==> config.mk <==
export PLATFORM = sky130hd
export DESIGN_NAME = mfvn_div
export DESIGN_NICKNAME = d
export VERILOG_FILES = /design/src/hw/rtl/mesh_face_vertex_normals_assert.svh /design/src/hw/rtl/mfvn_pkg.sv /design/src/hw/rtl/mfvn_div.sv
export SDC_FILE = /design/constraint.sdc
export NUM_CORES = 1
export LEC_CHECK = 0
export BUFFER_PORTS_ARGS = -buffer_cell sky130_fd_sc_hd__buf_2
export CORE_ASPECT_RATIO = 0.9
export CORE_UTILIZATION = 65
export DETAILED_ROUTE_END_ITERATION = 16
export HOLD_SLACK_MARGIN = 0.02
export PLACE_DENSITY_LB_ADDON = 0.15
export SKIP_CTS_REPAIR_TIMING = 1
export SYNTH_ARGS = -nofsm -noshare
export SYNTH_HDL_FRONTEND = slang
export SYNTH_SLANG_ARGS = --single-unit
==> constraint.sdc <==
create_clock -name clk -period 9.65 [get_ports clk]
set_input_delay 0 -clock clk [delete_from_list [all_inputs] [get_ports clk]]
set_output_delay 0 -clock clk [all_outputs]
set_load 0.05 [all_outputs]
==> src/hw/rtl/mesh_face_vertex_normals_assert.svh <==
// Assertion macros shared by the mesh face vertex normals RTL.
`ifndef MESH_FACE_VERTEX_NORMALS_ASSERT_SVH
`define MESH_FACE_VERTEX_NORMALS_ASSERT_SVH
// Same-cycle implication, disabled in reset.
`define MFVN_ASSERT_SAME(label, clk, rst, ante, cons) \
  label: assert property (@(posedge clk) disable iff (rst) (ante) |-> (cons)) \
    else $error("mfvn: same-cycle check failed");
// Next-cycle implication, disabled in reset.
`define MFVN_ASSERT_NEXT(label, clk, rst, ante, cons) \
  label: assert property (@(posedge clk) disable iff (rst) (ante) |=> (cons)) \
    else $error("mfvn: next-cycle check failed");
`endif

==> src/hw/rtl/mfvn_pkg.sv <==
// Package: constants, codes and handshake types of the mesh face vertex normals block.
package mfvn_pkg;

  localparam int VERTEX_COUNT = 1024;
  localparam int VIDX_W       = 10;
  localparam int POS_W        = 20;
  localparam int PWORD_W      = 3 * POS_W;
  localparam int D_W          = 22;   // edge vector component
  localparam int MUL_W        = 23;   // shared multiplier operand
  localparam int PROD_W       = 2 * MUL_W;
  localparam int CROSS_W      = 45;   // cross product component, signed
  localparam int CMAG_W       = 43;   // its magnitude
  localparam int SUMSQ_W      = 88;
  localparam int ROOT_W       = 44;
  localparam int LEN_W        = 43;
  localparam int ACC_W        = 56;
  localparam int ACCWORD_W    = 4 * ACC_W;
  localparam int NUM_W        = 56;
  localparam int REM_W        = 58;
  localparam int QB_W         = 17;   // integer bit plus sixteen fraction bits
  localparam int Q_W          = 16;
  localparam int AREA_W       = 41;
  localparam int CNT_W        = 6;
  localparam int DIV_CNT_W    = 5;

  localparam logic [VIDX_W-1:0]    CLR_LAST    = VIDX_W'(VERTEX_COUNT - 1);
  localparam logic [CNT_W-1:0]     RD_LAST     = CNT_W'(3);
  localparam logic [CNT_W-1:0]     CROSS_LAST  = CNT_W'(6);
  localparam logic [CNT_W-1:0]     SQ_LAST     = CNT_W'(9);
  localparam logic [CNT_W-1:0]     SQRT_LAST   = CNT_W'(ROOT_W - 1);
  localparam logic [DIV_CNT_W-1:0] DIV_STEPS   = DIV_CNT_W'(QB_W);

  typedef enum logic [1:0] {
    CMD_LOAD  = 2'd0,
    CMD_FACE  = 2'd1,
    CMD_QUERY = 2'd2,
    CMD_CLEAR = 2'd3
  } cmd_t;

  typedef enum logic [3:0] {
    S_CLEAR,
    S_IDLE,
    S_RDPOS,
    S_CROSS,
    S_SQSUM,
    S_SQRT,
    S_CHECK,
    S_DIV_GO,
    S_DIV_WAIT,
    S_ACC_RD,
    S_ACC_WR,
    S_QRD,
    S_QCHK,
    S_OUT
  } state_t;

  typedef struct packed {
    logic             start;
    logic             neg;
    logic [NUM_W-1:0] mag;
    logic [NUM_W-1:0] den;
  } div_req_t;

  typedef struct packed {
    logic                  busy;
    logic                  done;
    logic signed [Q_W-1:0] q;
  } div_rsp_t;

endpackage

==> src/hw/rtl/mfvn_div.sv <==
// Iterative restoring divider giving a rounded, saturated Q1.15 quotient.
module mfvn_div (
  input  logic               clk,
  input  logic               rst,
  input  mfvn_pkg::div_req_t req,
  output mfvn_pkg::div_rsp_t rsp
);

  logic [mfvn_pkg::REM_W-1:0]     rem;
  logic [mfvn_pkg::NUM_W-1:0]     den;
  logic [mfvn_pkg::QB_W-1:0]      quo;
  logic                           neg;
  logic                           sat;
  logic                           done;
  logic [mfvn_pkg::DIV_CNT_W-1:0] cnt;

  logic [mfvn_pkg::REM_W-1:0] den_x;
  logic [mfvn_pkg::REM_W-1:0] rem_sub;
  logic                       ge;
  logic [mfvn_pkg::QB_W:0]    rnd;
  logic [mfvn_pkg::QB_W-1:0]  mag_q;
  logic [mfvn_pkg::QB_W-1:0]  cap;
  logic [mfvn_pkg::QB_W-1:0]  cap_neg;

  localparam logic [mfvn_pkg::QB_W-1:0] QMAX = mfvn_pkg::QB_W'(32768);

  assign den_x   = mfvn_pkg::REM_W'(den);
  assign ge      = rem >= den_x;
  assign rem_sub = ge ? rem - den_x : rem;

  always_ff @(posedge clk) begin
    if (rst) begin
      cnt  <= '0;
      done <= 1'b0;
    end else begin
      done <= 1'b0;
      if (req.start) begin
        cnt <= mfvn_pkg::DIV_STEPS;
      end else if (cnt != '0) begin
        cnt  <= cnt - 1'b1;
        done <= (cnt == mfvn_pkg::DIV_CNT_W'(1));
      end
    end
  end

  always_ff @(posedge clk) begin
    if (req.start) begin
      rem <= mfvn_pkg::REM_W'(req.mag);
      den <= req.den;
      neg <= req.neg;
      quo <= '0;
      sat <= mfvn_pkg::REM_W'(req.mag) >= {1'b0, req.den, 1'b0};
    end else if (cnt != '0) begin
      quo <= {quo[mfvn_pkg::QB_W-2:0], ge};
      rem <= {rem_sub[mfvn_pkg::REM_W-2:0], 1'b0};
    end
  end

  // round half away from zero, then clamp to the Q1.15 range
  assign rnd     = {1'b0, quo} + 1'b1;
  assign mag_q   = rnd[mfvn_pkg::QB_W:1];
  assign cap     = (sat || mag_q > QMAX) ? QMAX : mag_q;
  assign cap_neg = ~cap + 1'b1;

  assign rsp.busy = (cnt != '0);
  assign rsp.done = done;
  assign rsp.q    = neg ? signed'(cap_neg[mfvn_pkg::Q_W-1:0])
                        : ((cap == QMAX) ? 16'sh7FFF : signed'(cap[mfvn_pkg::Q_W-1:0]));

endmodule

### After elaboration in Yosys (flattened, before gate mapping)

Cells that the tools add are included.

* register bits: 139
* bits of input ports: 116
* word-level logic and storage cells: 33

* add/sub/neg operators: 4
* order comparisons: 3
* eq/ne operators: 2
* mux-type cells: 8
* bitwise operators: 2
* reductions and logical operators: 5

Operators by type and width (count)
* 2-to-1 mux 56 bit: 2
* greater-or-equal comparator 58 x 56 -> 1 bit: 1
* greater-or-equal comparator 56 x 57 -> 1 bit: 1
* 2-to-1 mux 57 bit: 1
* subtractor 57 x 56 -> 57 bit: 1
* 2-to-1 mux 16 bit: 2
* adder 17 x 1 -> 18 bit, second input constant: 1
* equality test 17 x 16 -> 1 bit, second input constant: 1
* > comparator 17 x 16 -> 1 bit, second input constant: 1
* 2-to-1 mux 17 bit: 1
* adder 16 x 1 -> 16 bit, second input constant: 1
* inverter 16 bit: 1
* 2-to-1 mux 5 bit: 2
* equality test 5 x 1 -> 1 bit, second input constant: 1
* nonzero test 5 bit: 1
* subtractor 5 x 1 -> 5 bit, second input constant: 1
* OR reduction 3 bit: 1
* nonzero test 2 bit: 1
* OR reduction 2 bit: 1
* logical OR 1 bit: 1
* inverter 1 bit: 1

### Depth between registers and ports, before layout

* depth after elaboration: 7
* depth in mapped cells: 16

### Least setup slack after synthesis

OpenSTA, ideal clock, no wires.

* path type: register -> output
* start: register quo[0] (netlist name)
* end: output rsp[14] (netlist name)
* arrival time: 4095 ps
* slack: 5555 ps
* stages on the path, launching flop included: 14
* cells stage by stage: dfxtp_1 > ha_1 > buf_2 > and3_1 > clkbuf_1 > nand3_1 > xor2_1 > nand3_2 > o41ai_2 > nand2_1 > ha_1 > o21ai_1 > o311ai_0 > o21ai_0

RTL lines
* from (decl): RTL line mfvn_div.sv:11 `logic [mfvn_pkg::QB_W-1:0] quo;`
* from (signal assigned): RTL line mfvn_div.sv:54 `quo <= {quo[mfvn_pkg::QB_W-2:0], ge};`
* to (decl): RTL line mfvn_div.sv:6 `output mfvn_pkg::div_rsp_t rsp`

==> metrics <==
status finished with violations; failing checks negative hold slack; Worst Setup End Kind output pin; Synth Warn # 0; Synth area leaders edfxtp_1, ha_1, a21oi_1, dfxtp_1, inv_1; share of power burned in registers 0.243; busiest grt layer met2; first-pass iteration count of the detailed router 6; LEAKAGE 6.34 nW; setup slack after layout 4890 ps; Root Buffer clkbuf_16; largest family of logic cells by synthesized area compound AO/OA/AOI/OAI gates; Die Area 18500 sq um; vias per inst 6.02; Synth Area in Simple Gates 0.174; share of cells above drive strength 1 0.142; Total Routing Usage GR 0.318; CTS Sinks 139; effective utilization at floorplan 0.664; nets 1775; CP Cell Sequence ha_1 > nand3_1 > nor2_1 > nand2_1 > xnor2_1 > a311o_1 > o41ai_2 > nand2_1 > ha_1 > o21ai_1 > nor2_1 > o31ai_1 > o31ai_1 > buf_2; Top FF cell, synth edfxtp_1; setup TNS 0 ps; Crit path depth 14; CP max-delay cell o41ai_2; CTS max path bufs 2; RSZ-0062 raised after global routing false; Synth top area share 0.294; Core Util, Final 0.800; routability cong. 0.892; cell family with most CP delay compound AO/OA/AOI/OAI gates; synthesized net count 1572; Synth Area in Adders 0.126; fin cells 1795; chip height 129 um; crit start category flop; mux share of post-synthesis cell area 0.0359; Max Cap Viol 0; Synth Area in XOR/XNOR 0.0511; vias in the first global route 9492; placed cells 1654; Netlist cell types 79; number of placement rows 46; most frequent cells in the layout a21oi_1, buf_2, inv_1; VDD IR max 0.169 mV; Max FO, Critical Path 9; wire per inst 17.9 um; Clk Latency, worst-skew pair 440 ps; Pint 0.00217 W; Critical Path AT 4760 ps; hold path cells 3; Post-route DRC 0; grt ovf 0; Post-Route WL 32.1 mm; # diodes 0; sequential fraction of the synthesis area 0.337; post-DP HPWL 21.0 mm; CP Data Required Time 9650 ps; Post-synth EDFFs 114; Yosys top cell by area edfxtp_1; Post-synth ARST share 0; IO Port Bufs 133; Area Growth Syn to Fin 20.6%; TritonCTS clock tree done; initial antenna violation count 0; largest net degree at the start of global routing 81; worst slack, placed 5430 ps; Setup Crit Path Kind reg -> out; Compound-Gate Fraction of Synth Area 0.210; met3 Use GR 0.0547; final setup fails 0; Mapped Avg Cell Area 8.70 sq um; GR Layer Usage met2 0.536; Critical path buffers and inverters 1; Final Hold Violating Endpoints 1; Psw 0.00177 W; H-tree depth 4; Die Width 143 um; Slew Viols, Final 0; core area 17600 sq um; area post-placement 12400 sq um; Layout Skew 11.5 ps; Pwr Density 280 nW/um^2; Hold Path Class in -> reg; power share of the clock group 0.168; period utilization 0.493; FILL cells 1173; R2R depth 13; first-pass GRT wire length 46.1 mm; IO Count 134; actual slew at the worst max-slew pin 901 ps; Fmax achieved 210 MHz; post-route minimum period 4760 ps; slew margin rel. 0.394; Yosys reg bits 139; Mapped Cells 1339; Vias 10807; TritonCTS Buffers 17; met1 Use GR 0.421; commonest non-fill, non-tap cell in the layout a21oi_1; Critical Path Max Stage Delay 830 ps; Comb power frac 0.589; switching part of the total 0.449; Cell Area, Synth 11700 sq um; Worst-path clk slew 70 ps; 1st-iter DRT viols 1023; antenna-violating nets left 0; final instance area 14100 sq um; hold_ws -12.0 ps
## worst min-delay path, cell delays in order
cell and delay [ps]:
buf_2 90, nor2b_1 40, a21oi_1 160
## through the flow
stage                     power (W)  hold slack, ps
after global placement      0.00311             183
final                       0.00394           -12.0
after detailed placement    0.00316             179
after CTS                   0.00384            -260
after global routing        0.00420            24.8
after floorplan             0.00272            72.4
## layer usage
layer,routed length (um),vias up
li1,-,5270
met1,13300,5019
met2,15600,464
met3,2480,54
met4,677,0
met5,0,-
## synth_stat cells, drive strengths merged (8+ instances only)
master and count:
a211oi 11, a21o 60, a21oi 140, a31oi 14, and2 8, and3 16, and4 8, buf 27
clkbuf 35, dfxtp 25, edfxtp 114, ha 116, inv 127, mux2 30, mux2i 8, nand2 123
nand2b 11, nand3 22, nand4 25, nor2 88, nor2b 18, nor3 26, nor3b 13, nor4 12
o21a 9, o21ai 76, o21bai 11, o31ai 12, or3 11, xnor2 38, xor2 30
## power by group through the flow
stage	combinational, W	clock [W]	sequential, W
after floorplan	0.00178	0	0.000936
after global placement	0.00215	0	0.000957
after detailed placement	0.00220	0	0.000964
after CTS	0.00223	0.000660	0.000955
after global routing	0.00253	0.000685	0.000976
final	0.00232	0.000661	0.000958
## registers in the layout (all words and copies together) (netlist names)
| name | flops |
|---|---|
| done | 1 |
| neg | 1 |
| sat | 1 |
| den | 56 |
| rem | 58 |
| cnt | 5 |
| quo | 17 |
## final timing paths
check	startpoint	to	slack, ps
worst max-delay path	quo[0]$_SDFFE_PP0P_	rsp[6]	4890
worst min-delay path	req[87]	rem[31]$_DFFE_PP_	-10
worst max register to register	rem[0]$_SDFFCE_PN0P_	rem[2]$_DFFE_PP_	5340
worst min register to register	quo[16]$_SDFFE_PP0P_	quo[16]$_SDFFE_PP0P_	490
## layout make-up
cell class / count / area (sq um) / area share
Tap cell: 240 / 300 / 0.0214
Timing Repair Buffer: 246 / 1790 / 0.128
Inverter: 127 / 477 / 0.0339
Sequential cell: 139 / 3920 / 0.279
Clock inverter: 9 / 55.1 / 0.00392
Multi-Input combinational cell: 1011 / 6970 / 0.496
Clock buffer: 23 / 532 / 0.0378
## cells by family after synthesis
group / Yosys count
buf+inv: 189
simple gates: 401
fa+ha+maj: 117
xor+xnor: 68
mux: 38
compound gates: 387
flops: 139
(Power assumes the default switching activity.)
